===== config.mk =====
export PLATFORM = sky130hd
export DESIGN_NAME = tdoq_fifo
export DESIGN_NICKNAME = d
export VERILOG_FILES = /design/src/hw/rtl/tail_drop_output_queue_top_assert.svh /design/src/hw/rtl/tdoq_pkg.sv /design/src/hw/rtl/tdoq_fifo.sv
export SDC_FILE = /design/constraint.sdc
export NUM_CORES = 1
export LEC_CHECK = 0
export BUFFER_PORTS_ARGS = -buffer_cell sky130_fd_sc_hd__buf_2
export CAP_MARGIN = 25
export CORE_UTILIZATION = 30
export CTS_CLUSTER_DIAMETER = 150
export DETAILED_ROUTE_END_ITERATION = 10
export SYNTH_ARGS = -nofsm -noshare
export SYNTH_HDL_FRONTEND = slang
export SYNTH_SLANG_ARGS = --single-unit

===== constraint.sdc =====
create_clock -name clock -period 3.8 [get_ports clock]
set_input_delay 0.38 -clock clock [delete_from_list [all_inputs] [get_ports clock]]
set_output_delay 0.38 -clock clock [all_outputs]
set_load 0.01 [all_outputs]

===== src/hw/rtl/tail_drop_output_queue_top_assert.svh =====
// assertion macros used by the queue back end rtl
`ifndef TAIL_DROP_OUTPUT_QUEUE_TOP_ASSERT_SVH
`define TAIL_DROP_OUTPUT_QUEUE_TOP_ASSERT_SVH

// consequent checked in the same cycle as the antecedent
`define TDOQ_ASSERT_SAME(label, clk, rst, ante, cons) \
   label: assert property (@(posedge clk) disable iff (rst) (ante) |-> (cons)) \
      else $error("tdoq check failed");

// consequent checked in the cycle after the antecedent
`define TDOQ_ASSERT_NEXT(label, clk, rst, ante, cons) \
   label: assert property (@(posedge clk) disable iff (rst) (ante) |=> (cons)) \
      else $error("tdoq check failed");

`endif


===== src/hw/rtl/tdoq_pkg.sv =====
// shared constants, codes and types of the tail drop output queue
package tdoq_pkg;

   // queue storage
   localparam int QUEUE_DEPTH = 64;
   localparam int PTR_W       = (QUEUE_DEPTH > 1) ? $clog2(QUEUE_DEPTH) : 1;
   localparam int CNT_W       = $clog2(QUEUE_DEPTH + 1);

   // field widths
   localparam int CMD_W     = 1;
   localparam int TAG_W     = 16;
   localparam int SIZE_W    = 16;
   localparam int TIME_W    = 48;
   localparam int RATE_W    = 32;
   localparam int LIMIT_W   = 7;
   localparam int TOTAL_W   = 32;
   localparam int STATUS_W  = 3;
   localparam int OCC_W     = 7;
   localparam int ENTRY_W   = TAG_W + SIZE_W + TIME_W;
   localparam int CMP_W     = (CNT_W > LIMIT_W) ? CNT_W : LIMIT_W;

   // divider: (size << 32) / rate, one quotient bit per cycle
   localparam int DIV_SHIFT = 32;
   localparam int QUOT_W    = SIZE_W + DIV_SHIFT;
   localparam int REM_W     = RATE_W + 1;
   localparam int STEP_W    = $clog2(QUOT_W);

   // job queue between front and back
   localparam int JOBQ_DEPTH = 2;
   localparam int JOBQ_PTR_W = $clog2(JOBQ_DEPTH);
   localparam int JOBQ_CNT_W = $clog2(JOBQ_DEPTH + 1);

   // configuration port
   localparam int CSR_IDX_W  = 2;
   localparam int CSR_DATA_W = 32;
   localparam logic [CSR_IDX_W-1:0] CSR_MAX_ENTRIES = 2'd0;
   localparam logic [CSR_IDX_W-1:0] CSR_LINK_RATE   = 2'd1;
   localparam logic [LIMIT_W-1:0]   LIMIT_RESET     = 7'd64;
   localparam logic [RATE_W-1:0]    RATE_RESET      = 32'd65536;

   // commands
   localparam logic [CMD_W-1:0] CMD_ENQUEUE = 1'b0;
   localparam logic [CMD_W-1:0] CMD_SWITCH  = 1'b1;

   // result status codes
   localparam logic [STATUS_W-1:0] STATUS_ENQUEUED  = 3'd0;
   localparam logic [STATUS_W-1:0] STATUS_DROPPED   = 3'd1;
   localparam logic [STATUS_W-1:0] STATUS_SWITCHED  = 3'd2;
   localparam logic [STATUS_W-1:0] STATUS_EMPTY     = 3'd3;
   localparam logic [STATUS_W-1:0] STATUS_NOT_READY = 3'd4;

   localparam logic [TIME_W-1:0] TIME_MAX = {TIME_W{1'b1}};

   // classified item handed from front to back
   typedef struct packed {
      logic              is_switch;
      logic [TAG_W-1:0]  tag;
      logic [SIZE_W-1:0] size;
      logic [TIME_W-1:0] stamp;   // arrival time on enqueue, current time on switch
   } job_type;

   // one stored queue entry
   typedef struct packed {
      logic [TAG_W-1:0]  tag;
      logic [SIZE_W-1:0] size;
      logic [TIME_W-1:0] ready_time;
   } entry_type;

   // one result word
   typedef struct packed {
      logic [STATUS_W-1:0] status;
      logic [TAG_W-1:0]    out_tag;
      logic [SIZE_W-1:0]   out_size;
      logic [TIME_W-1:0]   out_ready_time;
      logic [TOTAL_W-1:0]  dropped_count;
      logic [TOTAL_W-1:0]  transmitted_count;
      logic [OCC_W-1:0]    occupancy;
   } result_type;

endpackage


===== src/hw/rtl/tdoq_fifo.sv =====
// short job queue between front and back
module tdoq_fifo (
   input  logic              clock,
   input  logic              reset,
   input  logic              push_valid,
   output logic              push_ready,
   input  tdoq_pkg::job_type push_job,
   output logic              pop_valid,
   input  logic              pop_ready,
   output tdoq_pkg::job_type pop_job
);

   tdoq_pkg::job_type                   slot_ff [tdoq_pkg::JOBQ_DEPTH];
   logic [tdoq_pkg::JOBQ_PTR_W-1:0]     wr_ptr_ff;
   logic [tdoq_pkg::JOBQ_PTR_W-1:0]     wr_ptr_in;
   logic [tdoq_pkg::JOBQ_PTR_W-1:0]     rd_ptr_ff;
   logic [tdoq_pkg::JOBQ_PTR_W-1:0]     rd_ptr_in;
   logic [tdoq_pkg::JOBQ_CNT_W-1:0]     fill_ff;
   logic [tdoq_pkg::JOBQ_CNT_W-1:0]     fill_in;
   logic                                do_push;
   logic                                do_pop;

   function automatic logic [tdoq_pkg::JOBQ_PTR_W-1:0] bump(
      input logic [tdoq_pkg::JOBQ_PTR_W-1:0] p
   );
      return (p == tdoq_pkg::JOBQ_PTR_W'(tdoq_pkg::JOBQ_DEPTH - 1)) ? '0 : p + 1'b1;
   endfunction

   assign push_ready = (fill_ff != tdoq_pkg::JOBQ_CNT_W'(tdoq_pkg::JOBQ_DEPTH));
   assign pop_valid  = (fill_ff != '0);
   assign pop_job    = slot_ff[rd_ptr_ff];
   assign do_push    = push_valid && push_ready;
   assign do_pop     = pop_valid && pop_ready;

   // pointer and fill update
   always_comb begin
      wr_ptr_in = do_push ? bump(wr_ptr_ff) : wr_ptr_ff;
      rd_ptr_in = do_pop ? bump(rd_ptr_ff) : rd_ptr_ff;
      fill_in   = fill_ff;
      if (do_push && !do_pop) begin
         fill_in = fill_ff + 1'b1;
      end else if (do_pop && !do_push) begin
         fill_in = fill_ff - 1'b1;
      end
   end

   always_ff @(posedge clock) begin
      if (reset) begin
         wr_ptr_ff <= '0;
         rd_ptr_ff <= '0;
         fill_ff   <= '0;
      end else begin
         wr_ptr_ff <= wr_ptr_in;
         rd_ptr_ff <= rd_ptr_in;
         fill_ff   <= fill_in;
      end
   end

   // slot storage
   always_ff @(posedge clock) begin
      if (do_push) begin
         slot_ff[wr_ptr_ff] <= push_job;
      end
   end

endmodule


==> results by group <==
CTS
  – Hold buffer count at cts: 0
  – Reg clk slew, reported paths: 70 ps
  – CTS buffer count: 17
  – CTS tree: yes
  – H-Tree Level Count: 4
  – # clock sinks: 167
  – Root buffer cell: clkbuf_16
  – Post-CTS sizing: 0
  – Setup repair bufs after CTS: 0
  – Clock buffer depth: 2
  – Clk Latency, worst-skew pair: between 400 and 500 ps

Detailed routing
  – Wire length per cell: 15.2 um
  – DR vias: 3089
  – Total wire length: 11200 um
  – 1st-iter DRT viols: 98
  – Remaining DRCs: 0
  – ANT nets after route: 0
  – 1st-pass router iterations: 4
  – Via/cell ratio: 4.19

Synthesis
  – Post-synthesis average cell area: 22.0 sq um
  – Sequential share of the synthesized area: 0.819
  – Synth Register Bits: 167
  – Post-synthesis cell count: around 280
  – Syn_nets: 362
  – Synth Cell Area: 6060 sq um
  – Post-synthesis cell type count: 18
  – Yosys warns: 0

Worst setup path
  – Crit Path Max Fanout: 46
  – Crit end category: output port
  – Crit path kind: register to output port
  – Required time worst endpoint: ~3400 ps
  – Arr. time, crit path: just under 2000 ps
  – Setup crit start kind: register

Global routing
  – Global route overflow: 0
  – Vias in the first global route: 3316
  – Grt met2 use: 0.189
  – Gr usage total: 0.109
  – Layer with the highest usage: met2
  – Largest net degree at the start of global routing: 82
  – First-pass GRT wire length: 16700 um
  – Met1 GRT Util: 0.122
  – Initial antenna violation count: 0
  – GRT met3 Usage: 0.0444

STA
  – Skew final: around 10 ps
  – Final Max Tran Viols: 0
  – Slew headroom: 0.367
  – Slew @ Worst Pin: 950 ps
  – Final TNS setup: 0 ps
  – Final period util: 0.613
  – Unrepaired setup endpoints after global routing: false
  – Min Tclk post-route: 2330 ps
  – Highest clock rate: 429 MHz
  – # setup viols final: 0
  – Final Hold Viols: 0

Die
  – Number of cell rows: 51
  – Chip width: 144 um
  – I/O Pins: 168
  – Core area: between 15000 and 20000 sq um
  – Starting Density: 0.309
  – Die area: 20800 sq um
  – Die Span Y: 144 um

Cells and area
  – Final Non-Filler Cells: 737
  – Share of layout cells above drive strength 1: 0.609
  – Layout area overhead: 29.9%
  – Nets: 544

Min path
  – Hold crit path type: input pin to register

Power and ir drop
  – Peak supply drop: ~460 uV
  – P_leak: 2.90 nW
  – Total power: 5.41 mW
  – PD cells: 687 nW/um^2

Place
  – Placed insts: 703
  – Port Buffers: around 170
  – Placer Congestion: about 0.69
  – Detail Placement HPWL: 7280 um

Outcome
  – Status: finished clean

Run
  – Max-cap viol count: 0
state kept, by name (all words and copies together), names as in the netlist, named ones only:
name       cells
slot_ff      162
fill_ff        2
rd_ptr_ff      1
wr_ptr_ff      1
synth_stat cells:
library cell,instances,area [sq um]
a21bo_2,1,10.0
a21oi_1,2,10.0
and2_1,1,6.26
and3_1,1,6.26
buf_2,1,5.00
buf_4,8,60.1
dfxtp_1,5,100
edfxtp_1,162,4860
ha_1,1,12.5
inv_1,1,3.75
mux2_2,81,912
nand2b_1,1,6.26
nand3b_1,1,7.51
nor2_1,3,11.3
o21ai_0,2,10.0
or2_2,1,6.26
or3_1,1,6.26
xor2_1,3,26.3
worst paths after layout:
path                start              to  slack [ps]  cells after the start
min          push_job[52]  slot_ff[1][52]         150                      1
max reg2reg    fill_ff[0]  slot_ff[1][63]        1660                      3
max              register     pop_job[26]        1470                      3
min reg2reg     rd_ptr_ff        register         510                      2
routing by layer:
layer | share of wire | wire length, um | up-vias
li1 | - | - | 1456
met1 | 0.43 | 4790 | 1514
met2 | 0.49 | 5470 | 108
met3 | 0.070 | 781 | 11
met4 | 0.011 | 119 | 0
met5 | 0 | 0 | -
cell type report:
class | instances | area, sq um
clock buffers | 17 | 425
well taps | 265 | 332
fillers | 1828 | 11800
diodes | 1 | 2.50
clock inverters | 15 | 221
repair buffers | 172 | 886
flip-flops and latches | 167 | 4970
inverters | 1 | 5.00
multi-input cells | 99 | 1040
metrics by stage:
| stage | worst slack (ps) | cell area [sq um] | util | hold slack, ps |
|---|---|---|---|---|
| CTS | 1260 | 7850 | 0.400 | 127 |
| detailed placement | 1660 | 7210 | 0.367 | 492 |
| global placement | 1740 | 7210 | 0.367 | 484 |
| floorplan | 775 | 6060 | - | 449 |
| global route | 1340 | 7870 | 0.401 | 125 |
| finish | 1470 | 7880 | 0.401 | 152 |
layout by cell type, fill, tap and decap left out, drive strengths merged, types with 2 or more instances in the layout:
cell type and instances:
xor2 3, o21ai 2, nor2 3, dfxtp 5, buf 172, mux2 81, bufinv 5, a21oi 2
edfxtp 162, clkbuf 17, inv 4, clkinv 6
report_power, final:
part / switching, mW / internal (mW) / total [mW]
Combinational: 0.580 / 0.552 / 1.13
Sequential: 0.109 / 2.30 / 2.41
Clock: 0.693 / 1.17 / 1.86
kinds of logic (layout without fill, tap and decap cells):
logic type | Yosys count | in the layout | share of synthesized area
AOI/OAI and AO/OA | 5 | 5 | 0.00495
xor gates and xnor gates | 3 | 3 | 0.00433
adders and majority gates | 1 | 1 | 0.00206
buffers and inverters | 10 | 205 | 0.0113
DFF | 167 | 167 | 0.819
muxes | 81 | 81 | 0.150
other | 0 | 1 | 0
and+or+nand+nor | 9 | 9 | 0.00826
worst max-delay path, cell delays in order, from the launching register on:
cell and delay (ps):
dfxtp_4 660, buf_12 310, mux2_2 390, buf_2 140
Power figures use the tool's default switching activity.
