## src/hw/rtl/tail_drop_output_queue_top_assert.svh

```systemverilog
// assertion macros used by the queue back end rtl
`ifndef TAIL_DROP_OUTPUT_QUEUE_TOP_ASSERT_SVH
`define TAIL_DROP_OUTPUT_QUEUE_TOP_ASSERT_SVH

// consequent checked in the same cycle as the antecedent
`define TDOQ_ASSERT_SAME(label, clk, rst, ante, cons) \
   label: assert property (@(posedge clk) disable iff (rst) (ante) |-> (cons)) \
      else $error("tdoq check failed");

// consequent checked in the cycle after the antecedent
`define TDOQ_ASSERT_NEXT(label, clk, rst, ante, cons) \
   label: assert property (@(posedge clk) disable iff (rst) (ante) |=> (cons)) \
      else $error("tdoq check failed");

`endif

```

## src/hw/rtl/tdoq_pkg.sv

```systemverilog
// shared constants, codes and types of the tail drop output queue
package tdoq_pkg;

   // queue storage
   localparam int QUEUE_DEPTH = 64;
   localparam int PTR_W       = (QUEUE_DEPTH > 1) ? $clog2(QUEUE_DEPTH) : 1;
   localparam int CNT_W       = $clog2(QUEUE_DEPTH + 1);

   // field widths
   localparam int CMD_W     = 1;
   localparam int TAG_W     = 16;
   localparam int SIZE_W    = 16;
   localparam int TIME_W    = 48;
   localparam int RATE_W    = 32;
   localparam int LIMIT_W   = 7;
   localparam int TOTAL_W   = 32;
   localparam int STATUS_W  = 3;
   localparam int OCC_W     = 7;
   localparam int ENTRY_W   = TAG_W + SIZE_W + TIME_W;
   localparam int CMP_W     = (CNT_W > LIMIT_W) ? CNT_W : LIMIT_W;

   // divider: (size << 32) / rate, one quotient bit per cycle
   localparam int DIV_SHIFT = 32;
   localparam int QUOT_W    = SIZE_W + DIV_SHIFT;
   localparam int REM_W     = RATE_W + 1;
   localparam int STEP_W    = $clog2(QUOT_W);

   // job queue between front and back
   localparam int JOBQ_DEPTH = 2;
   localparam int JOBQ_PTR_W = $clog2(JOBQ_DEPTH);
   localparam int JOBQ_CNT_W = $clog2(JOBQ_DEPTH + 1);

   // configuration port
   localparam int CSR_IDX_W  = 2;
   localparam int CSR_DATA_W = 32;
   localparam logic [CSR_IDX_W-1:0] CSR_MAX_ENTRIES = 2'd0;
   localparam logic [CSR_IDX_W-1:0] CSR_LINK_RATE   = 2'd1;
   localparam logic [LIMIT_W-1:0]   LIMIT_RESET     = 7'd64;
   localparam logic [RATE_W-1:0]    RATE_RESET      = 32'd65536;

   // commands
   localparam logic [CMD_W-1:0] CMD_ENQUEUE = 1'b0;
   localparam logic [CMD_W-1:0] CMD_SWITCH  = 1'b1;

   // result status codes
   localparam logic [STATUS_W-1:0] STATUS_ENQUEUED  = 3'd0;
   localparam logic [STATUS_W-1:0] STATUS_DROPPED   = 3'd1;
   localparam logic [STATUS_W-1:0] STATUS_SWITCHED  = 3'd2;
   localparam logic [STATUS_W-1:0] STATUS_EMPTY     = 3'd3;
   localparam logic [STATUS_W-1:0] STATUS_NOT_READY = 3'd4;

   localparam logic [TIME_W-1:0] TIME_MAX = {TIME_W{1'b1}};

   // classified item handed from front to back
   typedef struct packed {
      logic              is_switch;
      logic [TAG_W-1:0]  tag;
      logic [SIZE_W-1:0] size;
      logic [TIME_W-1:0] stamp;   // arrival time on enqueue, current time on switch
   } job_type;

   // one stored queue entry
   typedef struct packed {
      logic [TAG_W-1:0]  tag;
      logic [SIZE_W-1:0] size;
      logic [TIME_W-1:0] ready_time;
   } entry_type;

   // one result word
   typedef struct packed {
      logic [STATUS_W-1:0] status;
      logic [TAG_W-1:0]    out_tag;
      logic [SIZE_W-1:0]   out_size;
      logic [TIME_W-1:0]   out_ready_time;
      logic [TOTAL_W-1:0]  dropped_count;
      logic [TOTAL_W-1:0]  transmitted_count;
      logic [OCC_W-1:0]    occupancy;
   } result_type;

endpackage

```

## src/hw/rtl/tdoq_ifs.sv

```systemverilog
// request, response and configuration channel interfaces

// request channel
interface tdoq_req_if;
   logic                        valid;
   logic                        ready;
   logic [tdoq_pkg::CMD_W-1:0]  command;
   logic [tdoq_pkg::TAG_W-1:0]  packet_tag;
   logic [tdoq_pkg::SIZE_W-1:0] packet_size;
   logic [tdoq_pkg::TIME_W-1:0] arrival_time;
   logic [tdoq_pkg::TIME_W-1:0] current_time;

   modport source (output valid, command, packet_tag, packet_size, arrival_time,
                   current_time, input ready);
   modport sink   (input valid, command, packet_tag, packet_size, arrival_time,
                   current_time, output ready);
endinterface


```

## src/hw/rtl/tdoq_front.sv

```systemverilog
// front end: takes request words and classifies them into jobs
module tdoq_front (
   input  logic              clock,
   input  logic              reset,
   tdoq_req_if.sink          req,
   output logic              push_valid,
   input  logic              push_ready,
   output tdoq_pkg::job_type push_job
);

   logic              hold_valid_ff;
   logic              hold_valid_in;
   tdoq_pkg::job_type hold_job_ff;
   tdoq_pkg::job_type hold_job_in;

   // stage frees when empty or when its job moves on
   assign req.ready = !hold_valid_ff || push_ready;

   // classify: pick the time stamp that the command needs
   always_comb begin
      hold_job_in.is_switch = (req.command == tdoq_pkg::CMD_SWITCH);
      hold_job_in.tag       = req.packet_tag;
      hold_job_in.size      = req.packet_size;
      hold_job_in.stamp     = (req.command == tdoq_pkg::CMD_SWITCH) ? req.current_time
                                                                    : req.arrival_time;
      hold_valid_in         = req.ready ? req.valid : hold_valid_ff;
   end

   // stage valid
   always_ff @(posedge clock) begin
      if (reset) begin
         hold_valid_ff <= 1'b0;
      end else begin
         hold_valid_ff <= hold_valid_in;
      end
   end

   // stage payload
   always_ff @(posedge clock) begin
      if (req.valid && req.ready) begin
         hold_job_ff <= hold_job_in;
      end
   end

   assign push_valid = hold_valid_ff;
   assign push_job   = hold_job_ff;

endmodule

```

## src/flat_wrapper.sv

```systemverilog
// flat-port wrapper written by rule: the top's interface ports become plain ports
module tdoq_front_flat 
  (clock, reset, push_valid, push_ready, push_job, req_valid, req_command, req_packet_tag, req_packet_size, req_arrival_time, req_current_time, req_ready);
  tdoq_req_if req_i ();
  input  logic clock;
  input  logic reset;
  output logic push_valid;
  input  logic push_ready;
  output tdoq_pkg::job_type push_job;
  input wire logic [$bits(req_i.valid)-1:0] req_valid;
  input wire logic [$bits(req_i.command)-1:0] req_command;
  input wire logic [$bits(req_i.packet_tag)-1:0] req_packet_tag;
  input wire logic [$bits(req_i.packet_size)-1:0] req_packet_size;
  input wire logic [$bits(req_i.arrival_time)-1:0] req_arrival_time;
  input wire logic [$bits(req_i.current_time)-1:0] req_current_time;
  output wire logic [$bits(req_i.ready)-1:0] req_ready;
  assign req_i.valid = req_valid;
  assign req_i.command = req_command;
  assign req_i.packet_tag = req_packet_tag;
  assign req_i.packet_size = req_packet_size;
  assign req_i.arrival_time = req_arrival_time;
  assign req_i.current_time = req_current_time;
  assign req_ready = req_i.ready;
  tdoq_front u_core (.clock(clock), .reset(reset), .req(req_i), .push_valid(push_valid), .push_ready(push_ready), .push_job(push_job));
endmodule
```

## config.mk

```make
export PLATFORM = sky130hd
export DESIGN_NAME = tdoq_front_flat
export DESIGN_NICKNAME = d
export VERILOG_FILES = /design/src/hw/rtl/tail_drop_output_queue_top_assert.svh /design/src/hw/rtl/tdoq_pkg.sv /design/src/hw/rtl/tdoq_ifs.sv /design/src/hw/rtl/tdoq_front.sv /design/src/flat_wrapper.sv
export SDC_FILE = /design/constraint.sdc
export NUM_CORES = 1
export LEC_CHECK = 0
export ABC_AREA = 1
export BUFFER_PORTS_ARGS = -buffer_cell sky130_fd_sc_hd__clkbuf_2
export CAP_MARGIN = 20
export CORE_ASPECT_RATIO = 1.25
export CORE_MARGIN = 2
export CORE_UTILIZATION = 41
export CTS_CLUSTER_DIAMETER = 40
export DETAILED_ROUTE_END_ITERATION = 8
export GPL_TIMING_DRIVEN = 0
export PLACE_DENSITY = 0.79
export SYNTH_ARGS = -nofsm -noshare
export SYNTH_HDL_FRONTEND = slang
export SYNTH_SLANG_ARGS = --single-unit
```

## constraint.sdc

```tcl
create_clock -name clock -period 6.82 [get_ports clock]
set_clock_uncertainty 0.2 [all_clocks]
set_input_delay 0.341 -clock clock [delete_from_list [all_inputs] [get_ports clock]]
set_output_delay 0.341 -clock clock [all_outputs]
set_load 0.01 [all_outputs]
```

==> results.md, run 1 <==
Route
* **Vias** 2683
* **drt first pass iters** 4
* **residual antenna-violating net count after detailed routing** 0
* **drt wl/cell** 13.85 um
* **number of design-rule violations left by the first detailed-router iteration** 135
* **via/cell ratio** 4.472
* **WL final** 8308 um
* **number of DRC violations after detailed routing** 0

Finish
* **commonest non-fill, non-tap cells in the layout** clkbuf_2, edfxtp_1, inv_1, nand2_1, o21ai_0
* **# fillers** 543
* **number of diodes added for antenna fixing** 0
* **net count of the finished layout** 636
* **Final Instance Count excl. Fillers** 600
* **Layout Area Growth over Synthesis** 57.39%
* **fraction of layout cells with a size suffix above 1** 0.4744
* **most common cell after layout, fill and taps aside** clkbuf_2

Setup path
* **Top delay family on crit path** compound AO/OA/AOI/OAI gates
* **Critical Path Start Type** flip-flop
* **kind of capture point of the worst setup path** flip-flop
* **Crit path top cell by count** buf_16
* **Crit Path Max Fanout** 24
* **maximum single-stage delay on the critical path** 0.53 ns
* **Worst Setup Path Type** flip-flop to flip-flop
* **reg2reg path depth** 3
* **WP depth** 3
* **data required time at the worst endpoint** 6.67 ns
* **series of cell instances along the critical path** a21oi_4, buf_16, buf_16
* **CP Buf/Inv Count** 2
* **master of the slowest instance on the critical path** a21oi_4
* **Critical Path AT** 1.67 ns

Die
* **die height** 102.0 um
* **chip width** 82.38 um
* **IO Pins** 216
* **placeable core area** 7401 um2
* **die footprint** 8399 um2
* **placement row count** 35
* **starting utilization of the core area** 0.4254

Placed design
* **number of buffers inserted by port buffering** 215
* **detailed-placement wirelength estimate** 6001 um
* **routability-driven placement congestion ratio** 0.6904
* **cell count after placement** 551

GRT
* **global-route usage over all layers** 0.1951
* **first-pass GRT wire length** 12150 um
* **antenna violations before repair** 0
* **total grt overflow** 0
* **pin count of the biggest net entering global routing** 29
* **vias in the first global route** 2596

Clock tree
* **number of H-tree levels** 3
* **count of buffers added by post-CTS timing repair for setup** 0
* **TritonCTS clock tree** built
* **clock tree buffer depth** 2
* **clock-pin transition on the worst setup and hold timing paths** 0.09 ns
* **cell chosen for the clock root** clkbuf_8
* **Resized Gates After CTS** 0
* **number of buffers inserted for hold repair after clock tree synthesis** 33
* **number of buffers created by CTS** 9
* **clk sinks** 82
* **worst skew pair latency** 0.34 ns

Run
* **number of max-cap violations** 0

Synthesis
* **main combinational cell family by area after synthesis** buffers and inverters
* **share of synthesized area spent on multiplexers** 0
* **total nets after synthesis** 374
* **total of warnings raised by yosys** 0
* **xor/xnor share of the synthesized area** 0
* **Yosys reg bits** 82
* **summed instance area of the synthesized netlist** 3148 um2
* **adder-cell share of the synthesized area** 0
* **number of instances in the synthesized netlist** 241
* **area fraction in and, or, nand and nor cells after synthesis** 0.05843
* **sequential area share after synthesis** 0.7790
* **post-synthesis cell type count** 11
* **average instance area after synthesis** 13.06 um2
* **fraction of the mapped netlist area in compound gates** 0.07949

Timing
* **final count of pins violating max slew** 0
* **relative slew slack** 0.5887
* **Hold Vio Cnt, Final** 0
* **Achievable Freq** 550.6 MHz
* **final setup violation count** 0
* **setup repair after global routing missed its margin** no
* **total negative slack** 0 ns
* **Final min period** 1.816 ns
* **Least-Margin Pin Slew** 0.6155 ns
* **Final period util** 0.2663

Min path
* **Min-Delay Path Class** primary input to flip-flop
* **worst hold path depth** 3

Pwr
* **Peak supply drop** 0.1783 mV
* **Design Power** 1.112 mW
* **LEAKAGE** 2.440 nW
* **Power Density** 224.4 nW/um2

Outcome
* **result of the run** finished clean

final timing paths:
| kind | slack, ns | from | to |
|---|---|---|---|
| setup / recovery | 5.00 | u_core.push_valid$_SDFFE_PP0P_ | u_core.push_job[6]$_DFFE_PP_ |
| hold / removal | 0.07 | req_current_time[3] | u_core.push_job[3]$_DFFE_PP_ |
| setup reg to reg | 5.00 | u_core.push_valid$_SDFFE_PP0P_ | u_core.push_job[6]$_DFFE_PP_ |
| hold reg to reg | 0.35 | u_core.push_valid$_SDFFE_PP0P_ | u_core.push_valid$_SDFFE_PP0P_ |
sequential cells by signal, indices dropped and copies added, names as in the netlist:
| name | flops |
|---|---|
| u_core.push_job | 81 |
| u_core.push_valid | 1 |
layout make-up:
type	instances	area (um2)	area share
Inverter	50	187.7	0.03788
Multi-Input combinational cell	99	445.4	0.08990
Buffer	10	73.82	0.01490
Tap cell	92	115.1	0.02323
Timing Repair Buffer	251	1481	0.2990
Sequential cell	82	2452	0.4949
Clock inverter	7	75.07	0.01515
Clock buffer	9	123.9	0.02500
synth_stat cells:
cell type | count | area share
a21oi_1 | 2 | 0.0032
clkbuf_1 | 3 | 0.0036
buf_6 | 4 | 0.014
buf_4 | 1 | 0.0024
o21ai_0 | 37 | 0.059
inv_1 | 50 | 0.060
nand2_1 | 49 | 0.058
o21ai_1 | 11 | 0.017
dfxtp_1 | 1 | 0.0064
edfxtp_1 | 81 | 0.77
buf_2 | 2 | 0.0032
power breakdown:
group | internal [mW] | switching [mW] | total (mW) | leakage, nW
Sequential | 0.594 | 0.00920 | 0.604 | 0.797
Combinational | 0.0780 | 0.0782 | 0.156 | 1.55
Clock | 0.171 | 0.181 | 0.352 | 0.0939
Total | 0.843 | 0.268 | 1.11 | 2.44
cell families (layout without fill, tap and decap cells):
group                  count (synthesis)  after routing
flip-flops                            82             82
buffers and inverters                 60            327
AO/OA/AOI/OAI                         50             50
AND/OR/NAND/NOR                       49             49
metal layers:
metal,global-route usage,part of all wire
met2,0.3350,0.51
met1,0.2248,0.38
met5,0,0
met4,0.07564,0.023
met3,0.06095,0.088
metrics by stage:
step / util / hold WS (ns) / worst slack (ns) / area, um2
final: 0.6695 / 0.07319 / 5.004 / 4955
after global routing: 0.6695 / 0.06697 / 4.915 / 4955
after CTS: 0.6695 / 0.05988 / 4.991 / 4955
after detailed placement: 0.5980 / 0.3089 / 4.879 / 4425
after global placement: 0.5863 / 0.2791 / 0.2825 / 4339
after floorplan: - / 0.2101 / 1.772 / 3148
worst register-to-register path: stages (launching register included):
cell and delay, ns:
dfxtp_1 0.36, a21oi_4 0.53, buf_16 0.24, buf_16 0.19
Power figures use the tool's default switching activity.
==> run 2, diff against run 1 <==
--- a/config.mk
+++ b/config.mk
@@ -10,11 +10,11 @@
 export CAP_MARGIN = 20
 export CORE_ASPECT_RATIO = 1.25
 export CORE_MARGIN = 2
-export CORE_UTILIZATION = 41
+export CORE_UTILIZATION = 37
 export CTS_CLUSTER_DIAMETER = 40
 export DETAILED_ROUTE_END_ITERATION = 8
 export GPL_TIMING_DRIVEN = 0
-export PLACE_DENSITY = 0.79
+export PLACE_DENSITY = 0.76
 export SYNTH_ARGS = -nofsm -noshare
 export SYNTH_HDL_FRONTEND = slang
 export SYNTH_SLANG_ARGS = --single-unit
==> constraint.sdc (replaced) <==
create_clock -name clock -period 1.6 [get_ports clock]
set_clock_uncertainty 0.2 [all_clocks]
set_input_delay 0.08 -clock clock [delete_from_list [all_inputs] [get_ports clock]]
set_output_delay 0.08 -clock clock [all_outputs]
set_load 0.01 [all_outputs]
==> results.md, run 2 <==
Synthesis
* **Yosys reg bits** 82, unchanged
* **number of instances in the synthesized netlist** 241, unchanged
* **average instance area after synthesis** 13.06 um2, unchanged
* **number of enable-type register cells in the synthesized netlist** 81, unchanged
* **sequential area share after synthesis** 0.7790, unchanged
* **share of synthesized flip-flops with an asynchronous set or reset** 0, unchanged
* **post-synthesis cell type count** 11, unchanged
* **total of warnings raised by yosys** 0, unchanged
* **proportion of netlist area held by the largest area contributor** 0.7727, unchanged
* **summed instance area of the synthesized netlist** 3148 um2, unchanged
* **count leader, synth** edfxtp_1, unchanged
* **Primary FF master, synth** edfxtp_1, unchanged
* **biggest area consumer among synthesized cells** edfxtp_1, unchanged
* **total nets after synthesis** 374, unchanged
* **top area cells in the synthesized netlist** edfxtp_1, inv_1, o21ai_0, unchanged
* **synth cell count leaders** edfxtp_1, inv_1, nand2_1, unchanged

Placed design
* **minimum setup slack after placement** -0.1706 ns, was 4.879 ns
* **detailed-placement wirelength estimate** 6160 um, was 6001 um
* **cell count after placement** 556, was 551
* **number of buffers inserted by port buffering** 215, unchanged
* **routability-driven placement congestion ratio** 0.7604, was 0.6904

Outcome
* **stage where the flow stopped** 4_1_cts
* **error message** [ERROR RSZ-0060] Max buffer count reached.
* **result of the run** did not finish, was finished clean

Die
* **IO Pins** 216, unchanged
* **placement row count** 37, was 35
* **starting utilization of the core area** 0.3820, was 0.4254
* **die height** 107.1 um, was 102.0 um
* **chip width** 86.50 um, was 82.38 um

Clock tree
* **count of buffers added by post-CTS timing repair for setup** 2, was 0
* **cell chosen for the clock root** clkbuf_8, unchanged
* **number of buffers inserted for hold repair after clock tree synthesis** 116, was 33
* **clk sinks** 82, unchanged
* **number of H-tree levels** 3, unchanged
* **number of buffers created by CTS** 9, unchanged
* **Resized Gates After CTS** 0, unchanged
* **clock tree buffer depth** 2, unchanged

## run 2: cell counts after synthesis
No cell type changed its count.
## run 2: metrics by stage
stage	TNS [ns]	hold WS, ns	area (um2)
detailed placement	-4.395	0.03470	4441
global placement	-96.01	0.03240	4358
floorplan	-60.38	-0.05835	3161
## run 2: cells by family after synthesis
kind of cell           share of synthesized area
AOI/OAI and AO/OA                        0.07949
buffers and inverters                    0.08307
DFF                                       0.7790
and+or+nand+nor                          0.05843
==> run 3, diff against run 2 <==
--- a/config.mk
+++ b/config.mk
@@ -8,13 +8,11 @@
 export ABC_AREA = 1
 export BUFFER_PORTS_ARGS = -buffer_cell sky130_fd_sc_hd__clkbuf_2
 export CAP_MARGIN = 20
-export CORE_ASPECT_RATIO = 1.25
 export CORE_MARGIN = 2
-export CORE_UTILIZATION = 37
-export CTS_CLUSTER_DIAMETER = 40
+export CORE_UTILIZATION = 40
 export DETAILED_ROUTE_END_ITERATION = 8
 export GPL_TIMING_DRIVEN = 0
-export PLACE_DENSITY = 0.76
+export PLACE_DENSITY_LB_ADDON = 0.15
 export SYNTH_ARGS = -nofsm -noshare
 export SYNTH_HDL_FRONTEND = slang
 export SYNTH_SLANG_ARGS = --single-unit
==> constraint.sdc (replaced) <==
create_clock -name clock -period 2.1 [get_ports clock]
set_clock_uncertainty 0.2 [all_clocks]
set_input_delay 0.105 -clock clock [delete_from_list [all_inputs] [get_ports clock]]
set_output_delay 0.105 -clock clock [all_outputs]
set_load 0.01 [all_outputs]
==> results.md, run 3 <==
Outcome
* **error message** [ERROR RSZ-0060] Max buffer count reached., unchanged
* **result of the run** did not finish, unchanged
* **stage where the flow stopped** 4_1_cts, unchanged

Synthesis
* **number of enable-type register cells in the synthesized netlist** 81, unchanged
* **total of warnings raised by yosys** 0, unchanged
* **post-synthesis cell type count** 11, unchanged
* **sequential area share after synthesis** 0.7790, unchanged
* **average instance area after synthesis** 13.06 um2, unchanged
* **Yosys reg bits** 82, unchanged
* **Primary FF master, synth** edfxtp_1, unchanged
* **synth cell count leaders** edfxtp_1, inv_1, nand2_1, unchanged
* **biggest area consumer among synthesized cells** edfxtp_1, unchanged
* **number of instances in the synthesized netlist** 241, unchanged
* **summed instance area of the synthesized netlist** 3148 um2, unchanged
* **total nets after synthesis** 374, unchanged
* **count leader, synth** edfxtp_1, unchanged
* **top area cells in the synthesized netlist** edfxtp_1, inv_1, o21ai_0, unchanged
* **proportion of netlist area held by the largest area contributor** 0.7727, unchanged
* **share of synthesized flip-flops with an asynchronous set or reset** 0, unchanged

Die
* **die height** 92.72 um, was 107.1 um
* **chip width** 92.72 um, was 86.50 um
* **IO Pins** 216, unchanged
* **placement row count** 32, was 37
* **starting utilization of the core area** 0.4095, was 0.3820

Clock tree
* **number of buffers inserted for hold repair after clock tree synthesis** 117, was 116
* **count of buffers added by post-CTS timing repair for setup** 0, was 2
* **Resized Gates After CTS** 0, unchanged
* **number of H-tree levels** 3, unchanged
* **clk sinks** 82, unchanged
* **clock tree buffer depth** 2, unchanged
* **number of buffers created by CTS** 9, unchanged
* **cell chosen for the clock root** clkbuf_8, unchanged

Placed design
* **detailed-placement wirelength estimate** 6124 um, was 6160 um
* **routability-driven placement congestion ratio** 0.7174, was 0.7604
* **number of buffers inserted by port buffering** 215, unchanged

run 3: cell counts after synthesis:
No cell type changed its count.
run 3: cells by family after synthesis:
group	share of synthesized area
flops	0.7790
buf+inv	0.08307
compound gates	0.07949
simple gates	0.05843
run 3: metrics by stage:
stage,instance area (um2),cells,setup TNS (ns),setup slack [ns],utilization
3_5_place_dp,4439,561,0,0.2760,0.5775
3_3_place_gp,4364,558,-63.84,-0.7919,0.5677
2_1_floorplan,3161,241,-19.88,-0.2454,-
